[src/sv/rne_pkg.sv]
// ----------------------------------------------------------------------------
// rne_pkg: Roman numeral encoder shared definitions
// Widths, status codes, the numeral place table and the queue item type.
// ----------------------------------------------------------------------------
package rne_pkg;

    localparam int NUM_W    = 32;
    localparam int VAL_W    = 12;
    localparam int CHAR_W   = 8;
    localparam int PLACE_W  = 3;
    localparam int NUM_PLACES = 7;
    localparam int MAX_VALUE  = 3999;

    typedef logic [1:0]         t_status;
    typedef logic [VAL_W-1:0]   t_val;
    typedef logic [CHAR_W-1:0]  t_char;
    typedef logic [PLACE_W-1:0] t_place;

    localparam t_status ST_OK        = 2'd0;
    localparam t_status ST_NOT_POS   = 2'd1;
    localparam t_status ST_TOO_LARGE = 2'd2;

    localparam logic REG_PREFIX_MODE = 1'b0;
    localparam logic REG_LOWER_CASE  = 1'b1;

    localparam t_char LOWER_BIT = 8'h20;

    typedef struct packed {
        t_status status;
        t_val    value;
    } t_item;

    typedef struct packed {
        logic prefix_mode;
        logic lower_case;
    } t_cfg;

    // additive value of a place
    function automatic t_val add_value(input t_place p);
        t_val v;
        case (p)
            3'd0:    v = 12'd1000;
            3'd1:    v = 12'd500;
            3'd2:    v = 12'd100;
            3'd3:    v = 12'd50;
            3'd4:    v = 12'd10;
            3'd5:    v = 12'd5;
            default: v = 12'd1;
        endcase
        return v;
    endfunction

    function automatic t_char add_letter(input t_place p);
        t_char c;
        case (p)
            3'd0:    c = "M";
            3'd1:    c = "D";
            3'd2:    c = "C";
            3'd3:    c = "L";
            3'd4:    c = "X";
            3'd5:    c = "V";
            default: c = "I";
        endcase
        return c;
    endfunction

    // subtractive pair value; zero where the place has none
    function automatic t_val sub_value(input t_place p);
        t_val v;
        case (p)
            3'd0:    v = 12'd900;
            3'd1:    v = 12'd400;
            3'd2:    v = 12'd90;
            3'd3:    v = 12'd40;
            3'd4:    v = 12'd9;
            3'd5:    v = 12'd4;
            default: v = 12'd0;
        endcase
        return v;
    endfunction

    function automatic t_char sub_first(input t_place p);
        t_char c;
        case (p)
            3'd0, 3'd1: c = "C";
            3'd2, 3'd3: c = "X";
            default:    c = "I";
        endcase
        return c;
    endfunction

endpackage

[src/sv/rne_num_if.sv]
// ----------------------------------------------------------------------------
// rne_num_if: input number channel
// Valid/ready stream carrying one signed number per transfer.
// ----------------------------------------------------------------------------
interface rne_num_if;
    logic                               valid;
    logic                               ready;
    logic signed [rne_pkg::NUM_W-1:0]   number_in;

    modport source (output valid, output number_in, input ready);
    modport sink   (input valid, input number_in, output ready);
endinterface

[src/sv/rne_chr_if.sv]
// ----------------------------------------------------------------------------
// rne_chr_if: output character channel
// Valid/ready stream carrying one numeral letter, last marker and status.
// ----------------------------------------------------------------------------
interface rne_chr_if;
    logic                   valid;
    logic                   ready;
    rne_pkg::t_char         char_out;
    logic                   last_char;
    rne_pkg::t_status       status;

    modport source (output valid, output char_out, output last_char, output status,
                    input ready);
    modport sink   (input valid, input char_out, input last_char, input status,
                    output ready);
endinterface

[src/sv/roman_numeral_encoder.sv]
// The first letter of a number passes through the queue, the sequencer's item registers and then the output register.
// The sequencer sends one letter per cycle while the output is free to take it, and also
//   spends steps loading each item and skipping each place that gives no letter.
// A two-entry queue lets new numbers transfer in while letters are still going out.
// Reset (synchronous, active low) empties the queue and output; prefix_mode = 1,
//   lower_case = 0.
// ----------------------------------------------------------------------------
// roman_numeral_encoder: integer to Roman numeral
// Converts each signed number into a run of ASCII numeral letters, or one status marker if it is out of range.
// ----------------------------------------------------------------------------
module roman_numeral_encoder (
    input  logic        i_clk,
    input  logic        i_rst_n,
    input  logic        i_cfg_we,
    input  logic        i_cfg_idx,
    input  logic        i_cfg_data,
    rne_num_if.sink     i_num,
    rne_chr_if.source   o_chr
);

    rne_pkg::t_cfg  r_cfg;
    logic           push;
    logic           pop;
    logic           q_full;
    logic           q_empty;
    rne_pkg::t_item f_item;
    rne_pkg::t_item q_item;

    always_ff @(posedge i_clk) begin
        if (!i_rst_n) begin
            r_cfg.prefix_mode <= 1'b1;
            r_cfg.lower_case  <= 1'b0;
        end else if (i_cfg_we) begin
            case (i_cfg_idx)
                rne_pkg::REG_PREFIX_MODE: r_cfg.prefix_mode <= i_cfg_data;
                default:                  r_cfg.lower_case  <= i_cfg_data;
            endcase
        end
    end

    rne_front u_front (
        .i_num    (i_num),
        .i_q_full (q_full),
        .o_push   (push),
        .o_item   (f_item)
    );

    rne_queue u_queue (
        .i_clk   (i_clk),
        .i_rst_n (i_rst_n),
        .i_push  (push),
        .i_item  (f_item),
        .i_pop   (pop),
        .o_full  (q_full),
        .o_empty (q_empty),
        .o_item  (q_item)
    );

    rne_back u_back (
        .i_clk     (i_clk),
        .i_rst_n   (i_rst_n),
        .i_cfg     (r_cfg),
        .i_q_empty (q_empty),
        .i_item    (q_item),
        .o_pop     (pop),
        .o_chr     (o_chr)
    );

endmodule

[src/sv/rne_front.sv]
// ----------------------------------------------------------------------------
// rne_front: input classification
// Accepts numbers while the queue has room and tags them with a status.
// ----------------------------------------------------------------------------
module rne_front (
    rne_num_if.sink         i_num,
    input  logic            i_q_full,
    output logic            o_push,
    output rne_pkg::t_item  o_item
);

    logic not_pos;
    logic too_large;

    assign i_num.ready = !i_q_full;
    assign o_push      = i_num.valid && !i_q_full;

    assign not_pos   = i_num.number_in[rne_pkg::NUM_W-1] || (i_num.number_in == '0);
    assign too_large = i_num.number_in > rne_pkg::NUM_W'(rne_pkg::MAX_VALUE);

    always_comb begin
        o_item.value = i_num.number_in[rne_pkg::VAL_W-1:0];
        if (not_pos) begin
            o_item.status = rne_pkg::ST_NOT_POS;
        end else if (too_large) begin
            o_item.status = rne_pkg::ST_TOO_LARGE;
        end else begin
            o_item.status = rne_pkg::ST_OK;
        end
    end

endmodule

[src/sv/rne_queue.sv]
// ----------------------------------------------------------------------------
// rne_queue: two-entry item queue
// Decouples classification from letter generation.
// ----------------------------------------------------------------------------
module rne_queue (
    input  logic            i_clk,
    input  logic            i_rst_n,
    input  logic            i_push,
    input  rne_pkg::t_item  i_item,
    input  logic            i_pop,
    output logic            o_full,
    output logic            o_empty,
    output rne_pkg::t_item  o_item
);

    rne_pkg::t_item r_mem [2];
    logic           r_wptr;
    logic           r_rptr;
    logic [1:0]     r_count;

    assign o_full  = (r_count == 2'd2);
    assign o_empty = (r_count == 2'd0);
    assign o_item  = r_mem[r_rptr];

    always_ff @(posedge i_clk) begin
        if (i_push) begin
            r_mem[r_wptr] <= i_item;
        end
    end

    always_ff @(posedge i_clk) begin
        if (!i_rst_n) begin
            r_wptr  <= 1'b0;
            r_rptr  <= 1'b0;
            r_count <= 2'd0;
        end else begin
            if (i_push) begin
                r_wptr <= !r_wptr;
            end
            if (i_pop) begin
                r_rptr <= !r_rptr;
            end
            case ({i_push, i_pop})
                2'b10:   r_count <= r_count + 2'd1;
                2'b01:   r_count <= r_count - 2'd1;
                default: r_count <= r_count;
            endcase
        end
    end

endmodule

[src/sv/rne_back.sv]
// ----------------------------------------------------------------------------
// rne_back: letter sequencer
// Walks the place table one step per cycle while the output register is free, and drives the output register.
// ----------------------------------------------------------------------------
module rne_back (
    input  logic            i_clk,
    input  logic            i_rst_n,
    input  rne_pkg::t_cfg   i_cfg,
    input  logic            i_q_empty,
    input  rne_pkg::t_item  i_item,
    output logic            o_pop,
    rne_chr_if.source       o_chr
);

    localparam logic S_IDLE = 1'b0;
    localparam logic S_RUN  = 1'b1;

    logic               r_state, n_state;
    rne_pkg::t_val      r_val, n_val;
    rne_pkg::t_status   r_status, n_status;
    rne_pkg::t_place    r_place, n_place;
    logic               r_pend, n_pend;

    logic               r_ovalid, n_ovalid;
    rne_pkg::t_char     r_char, n_char;
    logic               r_last, n_last;
    rne_pkg::t_status   r_ostatus, n_ostatus;

    logic               slot_free;
    rne_pkg::t_val      add_v;
    rne_pkg::t_val      sub_v;
    rne_pkg::t_char     letter;
    logic               emit;

    assign slot_free = !r_ovalid || o_chr.ready;
    assign add_v     = rne_pkg::add_value(r_place);
    assign sub_v     = rne_pkg::sub_value(r_place);
    assign o_pop     = (r_state == S_IDLE) && !i_q_empty;

    assign o_chr.valid     = r_ovalid;
    assign o_chr.char_out  = r_char;
    assign o_chr.last_char = r_last;
    assign o_chr.status    = r_ostatus;

    always_comb begin
        n_state   = r_state;
        n_val     = r_val;
        n_status  = r_status;
        n_place   = r_place;
        n_pend    = r_pend;
        n_char    = r_char;
        n_last    = r_last;
        n_ostatus = r_ostatus;
        n_ovalid  = r_ovalid && !o_chr.ready;
        letter    = '0;
        emit      = 1'b0;

        unique case (r_state)
            S_IDLE: begin
                if (!i_q_empty) begin
                    n_state  = S_RUN;
                    n_val    = i_item.value;
                    n_status = i_item.status;
                    n_place  = '0;
                    n_pend   = 1'b0;
                end
            end
            S_RUN: begin
                if (r_status != rne_pkg::ST_OK) begin
                    if (slot_free) begin
                        emit      = 1'b1;
                        n_char    = '0;
                        n_last    = 1'b1;
                        n_ostatus = r_status;
                        n_state   = S_IDLE;
                    end
                end else if (r_pend) begin
                    // second letter of a subtractive pair is the place letter
                    if (slot_free) begin
                        emit    = 1'b1;
                        letter  = rne_pkg::add_letter(r_place);
                        n_last  = (r_val == '0);
                        n_pend  = 1'b0;
                        n_place = r_place + rne_pkg::t_place'(1);
                    end
                end else if (r_val >= add_v) begin
                    if (slot_free) begin
                        emit   = 1'b1;
                        letter = rne_pkg::add_letter(r_place);
                        n_val  = r_val - add_v;
                        n_last = (n_val == '0);
                    end
                end else if (i_cfg.prefix_mode && (sub_v != '0) && (r_val >= sub_v)) begin
                    if (slot_free) begin
                        emit   = 1'b1;
                        letter = rne_pkg::sub_first(r_place);
                        n_val  = r_val - sub_v;
                        n_last = 1'b0;
                        n_pend = 1'b1;
                    end
                end else begin
                    n_place = r_place + rne_pkg::t_place'(1);
                end

                if (emit && (r_status == rne_pkg::ST_OK)) begin
                    n_char    = i_cfg.lower_case ? (letter | rne_pkg::LOWER_BIT) : letter;
                    n_ostatus = rne_pkg::ST_OK;
                    if (n_last) begin
                        n_state = S_IDLE;
                    end
                end
                if (emit) begin
                    n_ovalid = 1'b1;
                end
            end
            default: begin
                n_state = S_IDLE;
            end
        endcase
    end

    always_ff @(posedge i_clk) begin
        if (!i_rst_n) begin
            r_state  <= S_IDLE;
            r_ovalid <= 1'b0;
            r_pend   <= 1'b0;
        end else begin
            r_state  <= n_state;
            r_ovalid <= n_ovalid;
            r_pend   <= n_pend;
        end
    end

    always_ff @(posedge i_clk) begin
        r_val     <= n_val;
        r_status  <= n_status;
        r_place   <= n_place;
        r_char    <= n_char;
        r_last    <= n_last;
        r_ostatus <= n_ostatus;
    end

endmodule
[src/flat_wrapper.sv]
// flat-port wrapper written by rule: the top's interface ports become plain ports
module roman_numeral_encoder_flat 
  (i_clk, i_rst_n, i_cfg_we, i_cfg_idx, i_cfg_data, i_num_valid, i_num_number_in, i_num_ready, o_chr_valid, o_chr_char_out, o_chr_last_char, o_chr_status, o_chr_ready);
  rne_num_if i_num_i ();
  rne_chr_if o_chr_i ();
  input  logic i_clk;
  input  logic i_rst_n;
  input  logic i_cfg_we;
  input  logic i_cfg_idx;
  input  logic i_cfg_data;
  input wire logic [$bits(i_num_i.valid)-1:0] i_num_valid;
  input wire logic [$bits(i_num_i.number_in)-1:0] i_num_number_in;
  output wire logic [$bits(i_num_i.ready)-1:0] i_num_ready;
  output wire logic [$bits(o_chr_i.valid)-1:0] o_chr_valid;
  output wire logic [$bits(o_chr_i.char_out)-1:0] o_chr_char_out;
  output wire logic [$bits(o_chr_i.last_char)-1:0] o_chr_last_char;
  output wire logic [$bits(o_chr_i.status)-1:0] o_chr_status;
  input wire logic [$bits(o_chr_i.ready)-1:0] o_chr_ready;
  assign i_num_i.valid = i_num_valid;
  assign i_num_i.number_in = i_num_number_in;
  assign i_num_ready = i_num_i.ready;
  assign o_chr_valid = o_chr_i.valid;
  assign o_chr_char_out = o_chr_i.char_out;
  assign o_chr_last_char = o_chr_i.last_char;
  assign o_chr_status = o_chr_i.status;
  assign o_chr_i.ready = o_chr_ready;
  roman_numeral_encoder u_core (.i_clk(i_clk), .i_rst_n(i_rst_n), .i_cfg_we(i_cfg_we), .i_cfg_idx(i_cfg_idx), .i_cfg_data(i_cfg_data), .i_num(i_num_i), .o_chr(o_chr_i));
endmodule
[config.mk]
export PLATFORM = sky130hd
export DESIGN_NAME = roman_numeral_encoder_flat
export DESIGN_NICKNAME = d
export VERILOG_FILES = /design/src/sv/rne_pkg.sv /design/src/sv/rne_num_if.sv /design/src/sv/rne_chr_if.sv /design/src/sv/roman_numeral_encoder.sv /design/src/sv/rne_front.sv /design/src/sv/rne_queue.sv /design/src/sv/rne_back.sv /design/src/flat_wrapper.sv
export SDC_FILE = /design/constraint.sdc
export NUM_CORES = 1
export LEC_CHECK = 0
export ABC_AREA = 0
export BUFFER_PORTS_ARGS = -buffer_cell sky130_fd_sc_hd__buf_2
export CORE_MARGIN = 5
export CORE_UTILIZATION = 35
export DETAILED_ROUTE_END_ITERATION = 10
export SLEW_MARGIN = 40
export SYNTH_ARGS = -nofsm -noshare
export SYNTH_HDL_FRONTEND = slang
export SYNTH_SLANG_ARGS = --single-unit
export TNS_END_PERCENT = 50
[constraint.sdc]
create_clock -name i_clk -period 5.4 [get_ports i_clk]
set_clock_uncertainty 0.05 [all_clocks]
set_input_delay 0.27 -clock i_clk [delete_from_list [all_inputs] [get_ports i_clk]]
set_output_delay 0.27 -clock i_clk [all_outputs]
set_load 0.1 [all_outputs]
## Word-level counts from Yosys, hierarchy flattened

Memories as Yosys holds them, arrays and structs flattened. A register that Yosys moved wholly into a read port is not among the register bits.
Index checks and enable logic that the tools add are counted.

- Register bits after elaboration: 37
- Bits in writable memories: 28
- Input port bits: 39
- Output and inout bits: 13
- Logic and storage cells: 143
- Memories kept: 1

Memories:

| memory | words | bits a word | read ports | clocked after Yosys merged registers in | wr ports | line | text |
|---|---|---|---|---|---|---|---|
| u_core.u_queue.r_mem | 2 | 14 | 1 | 1 | 1 | rne_queue.sv:16 | `rne_pkg::t_item r_mem [2];` |

- Add/sub/neg operators: 5
- Magnitude comparators: 3
- Eq/ne operators: 17
- Mux-type cells: 66
- Bitwise logic cells: 3
- Reduce and logical (&&, ||, !) cells: 34

Operators by type and width:

| operator | number |
|---|---|
| 10-bit case mux with 6 select lines | 2 |
| 12-bit two-way mux | 7 |
| 8-bit two-way mux | 6 |
| 32-bit by 13-bit greater-than comparator with 1-bit output, second input constant | 1 |
| 32-bit zero test | 1 |
| 1-bit two-way mux | 30 |
| 5-bit case mux with 6 select lines | 1 |
| 12-bit greater-or-equal comparator | 2 |
| 12-bit zero test | 2 |
| 12-bit case mux with 2 select lines | 1 |
| 12-bit subtractor | 2 |
| 7-bit two-way mux | 3 |
| 3-bit two-way mux | 6 |
| 3-bit != test, second input constant | 4 |
| 12-bit nonzero test | 1 |
| 5-bit case mux with 2 select lines | 1 |
| 2-bit two-way mux | 4 |
| 2-bit AND reduction | 4 |
| 2-bit nonzero test | 4 |
| 3-bit by 2-bit == test with 1-bit output, second input constant | 2 |
| 3-bit == test, second input constant | 2 |
| 1-bit logical AND | 6 |
| 1-bit zero test | 6 |
| 6-bit two-way mux | 1 |
| other kinds (20) | 29 |

## Logic depth before layout (Yosys ltp)

Gate-level depths: netlist of run 1.

- Depth after elaboration: 13
- Mapped depth: 17
- Depth with buffers taken out: 16

## Modules after synthesis

From an unflattened synthesis of run 1, not the netlist that was laid out.

- Cells, all modules: 428
- Area total of the unflattened synthesis: 4,291.6 µm²

Modules (own cells, without submodules):

| module | times used | cells each | area each (µm²) | seq. area each (µm²) |
|---|---|---|---|---|
| rne_back | 1 | 324 | 2,767.7 | 870.8 |
| rne_queue | 1 | 65 | 1,219.9 | 940.9 |
| rne_front | 1 | 29 | 212.7 | 0.0 |
| roman_numeral_encoder | 1 | 10 | 91.3 | 40.0 |

## Worst setup path before layout of run 1

Ideal clock, no wire load.

- Path kind: flip-flop to flip-flop
- From: register u_core.u_back.r_place[2]
- To: register u_core.u_back.r_val[0] (enable)
- Setup time: 387 ps
- Arrival: 3,837 ps
- Data required time: 4,963 ps
- Slack: 1,126 ps
- Cell stages (with the launch flop): 16
- Buffers on the path: 3
- Period minus slack after synthesis: 4,274 ps
- Cells stage by stage: edfxtp_1 -> clkbuf_1 -> inv_1 -> ha_1 -> or2_2 -> clkbuf_1 -> o21ai_0 -> ha_1 -> inv_1 -> fa_1 -> a21oi_1 -> o21ai_0 -> a211oi_4 -> buf_2 -> o21ai_0 -> a22oi_1

- Cells in the longest elaborated chain, start to end: 7
- Elaborated cells between the ends (all ways): 17
- Classes of those cells: order compare: 2; eq/ne: 8; mux: 2; reduce/logical: 5

RTL lines:

| element | line | text |
|---|---|---|
| start: declaration | rne_back.sv:21 | `rne_pkg::t_place r_place, n_place;` |
| start signal: assignment | rne_back.sv:137 | `r_place <= n_place;` |
| parallel branches: the longest is 6 deep, another holds 12-bit greater-or-equal comparator | - |  |
| 6-bit AND reduction (no line) * | - |  |
| end signal: assignment | rne_back.sv:135 | `r_val <= n_val;` |
| end: declaration | rne_back.sv:19 | `rne_pkg::t_val r_val, n_val;` |

Mark *: on every way between the ends.
A chain may end at the register's enable or synchronous reset.

## Worst setup path in the final report of run 1

- From: register u_core.u_back.r_place[0]
- To: register u_core.u_back.r_place[1] (enable)

- Cells in the longest elaborated chain, start to end: 7
- Elaborated cells between the ends (all ways): 16
- Classes of those cells: order compare: 2; eq/ne: 7; mux: 2; reduce/logical: 5

RTL lines:

| element |
|---|
| parallel branches: the longest is 6 deep, another holds 12-bit greater-or-equal comparator |
| 5-bit AND reduction (no line) * |

Marks and branches as above.

==> results.toml, run 1 <==
[sta]
slew-limit-headroom_pct = 48.9
period_minus_slack_ns = 4.35
maxSlewViolCount = 0
finalCritPeriodShare_pct = 80.6
timing.hold.ws_ns = 0.108
fin_setup_tns_ns = 0
finalSetupViolCount = 0
finalHoldViolCount = 0
tightestPinTransition_ns = 0.765
rsz0062_at_grt = "false"
fmax_ghz = 0.230

[floorplanning]
ios = 52
fp.dieW_um = 119
dieArea_um2 = 14200
num_rows = 39
coreArea_um2 = 11500
initial_core_util_pct = 36.2
die_y_um = 119

[synthesis]
synthDistinctLibCells = 65
synth_top_family_by_area = "compound AO/OA/AOI/OAI gates"
ys.flop_type = "edfxtp_1"
synthXorXnorAreaFrac_pct = 3.37
syn_avg_cell_area_um2 = 10.1
synth-compound-area-share_pct = 18.0
async_reset_ff_share_pct = 0
synth-edff-count = 55
yosysWarnings = 0
synth_area_um2 = 4160
synthCells = 414
syn_nets = 479
synth-seq-cells = 65
synthAdderAreaFrac_pct = 8.17
synth_mux_area_share_pct = 4.45
synth-simple-area-share_pct = 17.2
yosysSeqAreaShare_pct = 44.5

[worst_hold_path]
hold_path.class = "in -> reg"
hold_depth = 1
min_to = "u_core.u_queue.r_mem[0][4]"
hp-start = "i_num_number_in[4]"

[place]
dp_hpwl_um = 7500
placed_cell_area_um2 = 4530
portBuffers = 50
place_congestion = 0.900

[critical_path]
rr_worst_depth = 14
slowest_stage = "a211oi_4"
required_ns = 5.32
cp.arrival_ns = 4.28
path_max_fanout = 12
cpLargestDelayFamily = "compound AO/OA/AOI/OAI gates"
crit_chain = "ha_1 > ha_1 > or2_2 > o21ai_0 > ha_1 > inv_1 > fa_1 > a21oi_1 > o21ai_0 > a211oi_4 > nand2b_1 > nor2_1 > a21oi_1 > o21ai_0"
cpPeakStageDelay_ns = 0.60
endpoint_kind = "register"
worstSetupPathType = "reg -> reg"
r2r_end = "u_core.u_back.r_place[1]"
r2r_setup_slack_ns = 1.05
worstReg2RegStart = "u_core.u_back.r_place[0]"
cp-start-kind = "register"
cp.buffers_inverters = 1

[cts]
post_cts_buffers = 0
cts.path.max_buffers = 2
cts_tree = "done"
cts-root-buf = "clkbuf_16"
hold_buffers = 0
cts_max_level = 3
ctsResizeCount = 0
path_clk_slew_ns = 0.06
cts_made_buffers = 9
clk-insertion-delay-late_ns = 0.32
cts.sinks = 65

[route]
ant_nets = 0
post-route-drc-count = 0
wl_per_cell_um = 15.8
vias = 3209
drt_iter0_drc = 169
first_pass_iters = 4
drt-total-wl_um = 9560
viasPerCell = 5.29

[final_layout]
final_area_um2 = 4860
drive_gt1_share_pct = 18.5
final_common_cell = "edfxtp_1"
layout_common_cells = "55 x edfxtp_1, 50 x buf_2, 33 x nor2_1"
area_delta_synth_final_pct = 16.6
final_nets = 524
fillers = 1095
n_antenna_cell = 0

[grt]
grt_pass1_wl_um = 16100
grt_pass1_vias = 3317
grt_start_max_net_pins = 36
antenna_found_initial = 0
grt_usage_pct = 14.0
grt_overflow_total = 0

[job]
cap_violations = 0

[status]
status = "completed"
-- through the flow --
step | std cells | setup WS, ns | util (%)
final | 607 | 1.05 | 42.2
after detailed placement | 591 | 1.12 | 39.4
after global placement | 591 | 1.29 | 39.4
after floorplan | 414 | 1.13 | -
after global routing | 607 | 0.681 | 42.2
after CTS | 607 | 1.09 | 42.2
-- sequential cells by signal (all words and copies together) (netlist names), named ones only --
signal	cells
u_core.u_back.o_chr.valid	1
u_core.u_back.r_place	3
u_core.u_back.r_status	2
u_core.u_queue.r_mem	28
u_core.r_cfg	2
u_core.u_back.r_state	1
u_core.u_queue.r_rptr	1
u_core.u_back.o_chr.char_out	7
u_core.u_back.o_chr.status	2
u_core.u_back.r_val	12
u_core.u_queue.r_wptr	1
u_core.u_queue.r_count	2
u_core.u_back.o_chr.last_char	1
u_core.u_back.r_pend	1
-- how the worst max path moves through the flow --
stage / start / end / cells after the start
detailed placement: u_core.u_back.r_place[0] / u_core.u_back.r_place[2] / 14
CTS: u_core.u_back.r_place[0] / u_core.u_back.r_place[1] / 14
floorplan: u_core.u_back.r_place[2] / u_core.u_back.r_val[0] / 15
global route: u_core.u_back.r_place[0] / u_core.u_back.r_place[1] / 14
finish: u_core.u_back.r_place[0] / u_core.u_back.r_place[1] / 14
global placement: u_core.u_back.r_place[0] / u_core.u_back.r_place[2] / 14
-- cells in the mapped netlist, drive strengths merged, types with 3 or more instances --
library cell / count / area (um^2)
mux2i: 14 / 140
inv: 23 / 86.3
nor2: 35 / 134
o21ai: 22 / 110
and2: 8 / 50.1
a21o: 7 / 52.6
nor4: 11 / 68.8
nand3: 10 / 50.1
buf: 8 / 43.8
nand2b: 8 / 50.1
a21boi: 3 / 22.5
clkbuf: 12 / 45.0
a31oi: 8 / 71.3
a21oi: 26 / 134
o21a: 5 / 37.5
nor3: 6 / 30.0
o211a: 3 / 30.0
ha: 24 / 300
nand2: 24 / 90.1
dfxtp: 10 / 200
xor2: 3 / 26.3
edfxtp: 55 / 1650
nor2b: 17 / 109
xnor2: 13 / 114
nand4: 5 / 31.3
a211oi: 13 / 115
and3: 3 / 18.8
mux2: 4 / 45.0
-- cell type report --
class,instances,area (um^2),area share [%]
Multi-Input combinational cell,306,2140,44.0
Inverter,23,86.3,1.78
Timing Repair Buffer,54,280,5.77
Tap cell,143,179,3.68
Clock buffer,10,250,5.15
Sequential cell,65,1850,38.1
Clock inverter,6,70.1,1.44
-- logic make-up (layout without fill, tap and decap cells) --
group / count (synthesis) / in the layout
DFF: 65 / 65
AOI/OAI and AO/OA: 107 / 107
and+or+nand+nor: 138 / 138
muxes: 18 / 18
buffers and inverters: 43 / 93
other: 1 / 1
adders and majority gates: 26 / 26
xor gates and xnor gates: 16 / 16
-- worst register-to-register path: stages (launching register included) --
cell      delay, ns
edfxtp_1       0.45
ha_1           0.25
ha_1           0.25
or2_2          0.38
o21ai_0        0.18
ha_1           0.19
inv_1          0.05
fa_1           0.42
a21oi_1        0.14
o21ai_0        0.16
a211oi_4       0.60
nand2b_1       0.27
nor2_1         0.19
a21oi_1        0.06
o21ai_0        0.38
-- routing by layer --
| layer | vias to the layer above | track usage, % | part of all wire (%) |
|---|---|---|---|
| li1 | 1622 | - | - |
| met5 | - | 0 | 0 |
| met1 | 1497 | 17.9 | 45 |
| met4 | 0 | 4.78 | 1.6 |
| met2 | 77 | 23.9 | 49 |
| met3 | 13 | 2.56 | 4.4 |
Power of run 1 is not shown: default switching activity piles up to over one toggle a cycle in this logic, so the estimate is an artifact.
==> run 2, diff against run 1 <==
- ABC_AREA: 0 -> 1
- clock period: 5.4 -> 3.8 ns (I/O delays scaled with it)
==> results.toml, run 2 <==
[place]
place_ws_ns = 0.108
dp_hpwl_um = 8470
portBuffers = 50
place_congestion = 0.938

[worst_hold_path]
hold_path.class = "in -> reg"
min_to = "u_core.u_queue.r_mem[0][1]"
hold_depth = 1
hp-start = "i_num_number_in[1]"

[cts]
cts_made_buffers = 9
cts_max_level = 3
path_clk_slew_ns = 0.05
cts_tree = "done"
hold_buffers = 0
clk-insertion-delay-late_ns = 0.33
cts-root-buf = "clkbuf_16"
cts.path.max_buffers = 2
cts.sinks = 65

[synthesis]
synth-seq-cells = 65
yosysWarnings = 0
ys.flop_type = "edfxtp_1"
syn_avg_cell_area_um2 = 8.33
synth_area_leaders = "edfxtp_1 38%, nand2_1 9.6%, ha_1 7.0%"
synthCells = 517
syn_nets = 582
async_reset_ff_share_pct = 0
yosysSeqAreaShare_pct = 43.0
synth_common_cells = "110 x nand2_1, 62 x inv_1, 55 x edfxtp_1"
synthDistinctLibCells = 45
synth_area_um2 = 4300
synth_top_area_share_pct = 38.4
synth-edff-count = 55
yosysTopAreaCell = "edfxtp_1"
synth_most_common_cell = "nand2_1"

[job]
cap_violations = 0

[grt]
grt_overflow_total = 0
antenna_found_initial = 0
grt_pass1_wl_um = 17300
grt_pass1_vias = 3563
grt_usage_pct = 15.0
grt_start_max_net_pins = 21

[route]
vias = 3700
post-route-drc-count = 0
ant_nets = 0
drt_iter0_drc = 207
first_pass_iters = 5
viasPerCell = 5.10
wl_per_cell_um = 14.6
drt-total-wl_um = 10500

[final_layout]
n_antenna_cell = 0
drive_gt1_share_pct = 20.2
fillers = 1205
final_common_cell = "nand2_1"
area_delta_synth_final_pct = 17.3
layout_common_cells = "110 x nand2_1, 62 x inv_1, 55 x edfxtp_1"
multiInputGateArea_um2 = 2120
final_nets = 638
largest_register = "u_core.u_queue.r_mem"
largest_register_ffs = 28
seq_area_um2 = 1850

[critical_path]
worstSetupPathType = "reg -> reg"
slowest_stage = "fa_1"
r2r_end = "u_core.u_back.o_chr.char_out[1]"
path_max_fanout = 10
crit_chain = "inv_1 > ha_1 > nand2_1 > inv_2 > nor2_4 > nand3_2 > nand2_1 > ha_1 > inv_1 > fa_1 > nand3_2 > nand3_1 > nand3_1 > nand4_2 > inv_2 > buf_4 > a21oi_4 > nor2_4 > nand2_1 > nand2_1 > inv_1"
worstReg2RegStart = "u_core.u_back.r_place[0]"
cpLargestDelayFamily = "simple AND/OR/NAND/NOR gates"
rr_worst_depth = 21
cpPeakStageDelay_ns = 0.46
cp-start-kind = "register"
cp.buffers_inverters = 6
endpoint_kind = "register"
required_ns = 3.78
crit_top_cell = "nand2_1"
r2r_setup_slack_ns = 0.27
cp.arrival_ns = 3.51

[sta]
tightestPinTransition_ns = 0.733
fin_ws_ns = 0.269
finalHoldViolCount = 0
finalSetupViolCount = 0
finalCritPeriodShare_pct = 92.9
maxSlewViolCount = 0
period_minus_slack_ns = 3.53
timing.hold.ws_ns = 0.0207
slew-limit-headroom_pct = 51.1
fmax_ghz = 0.283
rsz0062_at_grt = "true"

[floorplanning]
dieArea_um2 = 14600
die_y_um = 121
initial_core_util_pct = 35.8
fp.dieW_um = 121
ios = 52
num_rows = 40
coreArea_um2 = 12000

[status]
status = "completed"
run 2: cell types whose count changed in the layout (fill, tap and decap cells not counted), moves of 11 or more:
cell     delta
inv_1      +39
mux2i_1    -14
nand2_1    +86
nand3_1    +14
nor2_1     +15
nor2b_1    -16
o21ai_0    +13
xnor2_1    -11
run 2: layout make-up:
cell class                      count  area share, %
Sequential cell                    65           36.7
Multi-Input combinational cell    368           42.0
Timing Repair Buffer               60           6.69
Inverter                           69           5.13
Clock inverter                      2          0.198
Tap cell                          147           3.64
Clock buffer                       14           5.65
run 2: worst max-delay path by stage:
stage / startpoint / end / slack [ns] / cells past startpoint
5_1_grt: u_core.u_back.r_place[0] / u_core.u_back.o_chr.char_out[1] / -0.02 / 21
4_1_cts: u_core.u_back.r_place[0] / u_core.u_back.r_val[7] / 0.09 / 17
3_5_place_dp: u_core.u_back.r_place[0] / u_core.u_back.r_val[9] / 0.11 / 17
2_1_floorplan: u_core.u_back.r_place[0] / u_core.u_back.r_val[0] / 0.18 / 16
6_report: u_core.u_back.r_place[0] / u_core.u_back.o_chr.char_out[1] / 0.27 / 21
3_3_place_gp: u_core.u_back.r_place[0] / u_core.u_back.r_val[11] / 0.22 / 15
run 2: worst reg2reg max path, cell delays in order, from the launching register on:
cell and delay (ns):
edfxtp_1 0.41, inv_1 0.11, ha_1 0.21, nand2_1 0.18, inv_2 0.10, nor2_4 0.12
nand3_2 0.08, nand2_1 0.07, ha_1 0.13, inv_1 0.08, fa_1 0.46, nand3_2 0.10
nand3_1 0.11, nand3_1 0.11, nand4_2 0.11, inv_2 0.09, buf_4 0.18, a21oi_4 0.08
nor2_4 0.14, nand2_1 0.06, nand2_1 0.07, inv_1 0.19
run 2: through the flow:
step	std cells	area [um^2]	TNS [ns]	utilization, %
after floorplan	517	4320	0	-
after global placement	708	4730	0	39.3
after detailed placement	708	4730	0	39.4
after CTS	724	5020	0	41.8
after global routing	725	5050	-0.113	42.0
final	725	5050	0	42.0
run 2: cell families after synthesis:
family / Yosys count / synth area share [%]
buffers and inverters: 84 / 8.23
adders and majority gates: 26 / 7.91
and+or+nand+nor: 235 / 25.8
DFF: 65 / 43.0
other: 1 / 0.0871
xor gates and xnor gates: 9 / 1.83
AOI/OAI and AO/OA: 97 / 13.1
run 2: what timing repair did:
action                     in CTS  in global routing
buffers inserted                0                  1
setup endpoints to repair       0                 21
resized for setup               0                  1
run 2: per-layer routing:
| layer | track usage [%] | part of all wire (%) | vias up |
|---|---|---|---|
| li1 | - | - | 1863 |
| met1 | 19.6 | 45 | 1705 |
| met2 | 24.0 | 47 | 119 |
| met4 | 5.74 | 1.8 | 0 |
| met3 | 3.59 | 6.3 | 13 |
| met5 | 0 | 0 | - |
Power of run 2 is left out for the same reason.
==> run 3, diff against run 2 <==
- CORE_ASPECT_RATIO: default -> 1.1
==> results.toml, run 3 (synthesis results as in run 2) <==
[critical_path]
r2r_setup_slack_ns = 0.26
required_ns = 3.83
worstSetupPathType = "reg -> reg"
r2r_end = "u_core.u_back.r_val[6]"
worstReg2RegStart = "u_core.u_back.r_place[0]"
endpoint_kind = "register"
rr_worst_depth = 16
path_max_fanout = 19
cp.arrival_ns = 3.57
cp-start-kind = "register"

[floorplanning]
die_y_um = 126
fp.dieW_um = 116
num_rows = 42
dieArea_um2 = 14600
initial_core_util_pct = 35.8
ios = 52
coreArea_um2 = 12000

[route]
vias = 3682
first_pass_iters = 4
viasPerCell = 5.03
drt-total-wl_um = 10200
ant_nets = 0
wl_per_cell_um = 13.9
drt_iter0_drc = 231
post-route-drc-count = 0

[final_layout]
post-route-util_pct = 42.0
largest_register_ffs = 28
largest_register = "u_core.u_queue.r_mem"
drive_gt1_share_pct = 20.1
layout_common_cells = "110 x nand2_1, 62 x inv_1, 55 x edfxtp_1"
area_delta_synth_final_pct = 17.5
final_nets = 638
n_antenna_cell = 0
final_common_cell = "nand2_1"

[sta]
finalCritPeriodShare_pct = 93.1
fin_ws_ns = 0.261
period_minus_slack_ns = 3.54
tightestPinTransition_ns = 0.749
fin_setup_tns_ns = 0
finalHoldViolCount = 0
timing.hold.ws_ns = 0.0197
finalSetupViolCount = 0
slew-limit-headroom_pct = 50.0
maxSlewViolCount = 0
rsz0062_at_grt = "true"
fmax_ghz = 0.283

[grt]
antenna_found_initial = 0
grt_pass1_wl_um = 16600
grt_start_max_net_pins = 21
grt_use_met1_pct = 17.8
met2_usage_pct = 23.8
grt_usage_pct = 14.2
grt_pass1_vias = 3557
grt_use_met3_pct = 3.05
grt.busiest_layer = "met2"
grt_overflow_total = 0

[worst_hold_path]
hp-start = "i_num_number_in[0]"
hold_path.class = "in -> reg"
hold_depth = 1
min_to = "u_core.u_queue.r_mem[0][0]"

[cts]
cts.path.max_buffers = 2
cts-root-buf = "clkbuf_16"
hold_buffers = 0
path_clk_slew_ns = 0.06
cts_max_level = 3
clk-insertion-delay-late_ns = 0.32
cts.sinks = 65
cts_made_buffers = 9
cts_tree = "done"

[place]
place_congestion = 0.906
place_ws_ns = 0.125
portBuffers = 50
dp_hpwl_um = 8300

[status]
status = "completed"

[job]
cap_violations = 0
run 3: cell count changes in the layout (fill, tap and decap cells not counted):
cell	change
a211oi_2	-1
a211oi_1	+1
nor2_1	-1
clkbuf_1	+1
clkbuf_16	+1
clkbuf_8	-2
nor2_2	+1
run 3: critical path, stage by stage, from the launching register on:
cell and delay [ns]:
edfxtp_1 0.44, ha_1 0.24, ha_1 0.25, nor2_1 0.19, nand3_2 0.10, nand2_1 0.06
ha_1 0.13, inv_1 0.07, fa_1 0.46, nand3_2 0.10, nand3_1 0.11, nand3_1 0.11
nand4_2 0.11, buf_4 0.23, a211oi_1 0.42, nor4_4 0.07, buf_12 0.16
run 3: repair_timing:
item / CTS / global route
setup endpoints to repair: 0 / 21
resized for setup: 0 / 0
buffers inserted: 0 / 1
run 3: how the worst max path moves through the flow:
stage / start / slack, ns / depth (start not counted) / endpoint
floorplan: u_core.u_back.r_place[0] / 0.18 / 16 / u_core.u_back.r_val[0]
CTS: u_core.u_back.r_place[0] / 0.11 / 15 / u_core.u_back.r_val[7]
detailed placement: u_core.u_back.r_place[0] / 0.12 / 15 / u_core.u_back.r_val[11]
finish: u_core.u_back.r_place[0] / 0.26 / 16 / u_core.u_back.r_val[6]
global route: u_core.u_back.r_place[0] / -0.03 / 21 / u_core.u_back.o_chr.char_out[5]
global placement: u_core.u_back.r_place[0] / 0.22 / 15 / u_core.u_back.r_val[11]
run 3: metal layers:
metal  up-vias  wire [um]
met3        12        588
met5         -          0
li1       1864          -
met2       113       4930
met4         0        206
met1      1693       4450
run 3: stage by stage:
stage          cell area [um^2]  cells
2_1_floorplan              4320    517
3_3_place_gp               4730    715
3_5_place_dp               4740    715
4_1_cts                    5040    731
5_1_grt                    5060    732
6_report                   5060    732
run 3: cell type report:
class	count	area, um^2
sequential	65	1850
inverter	69	259
multi-input combinational	368	2120
tap	154	193
clock buffer	14	287
timing repair buffer	60	338
fill	1212	6980
clock inverter	2	10.0
Power of run 3 is left out for the same reason.
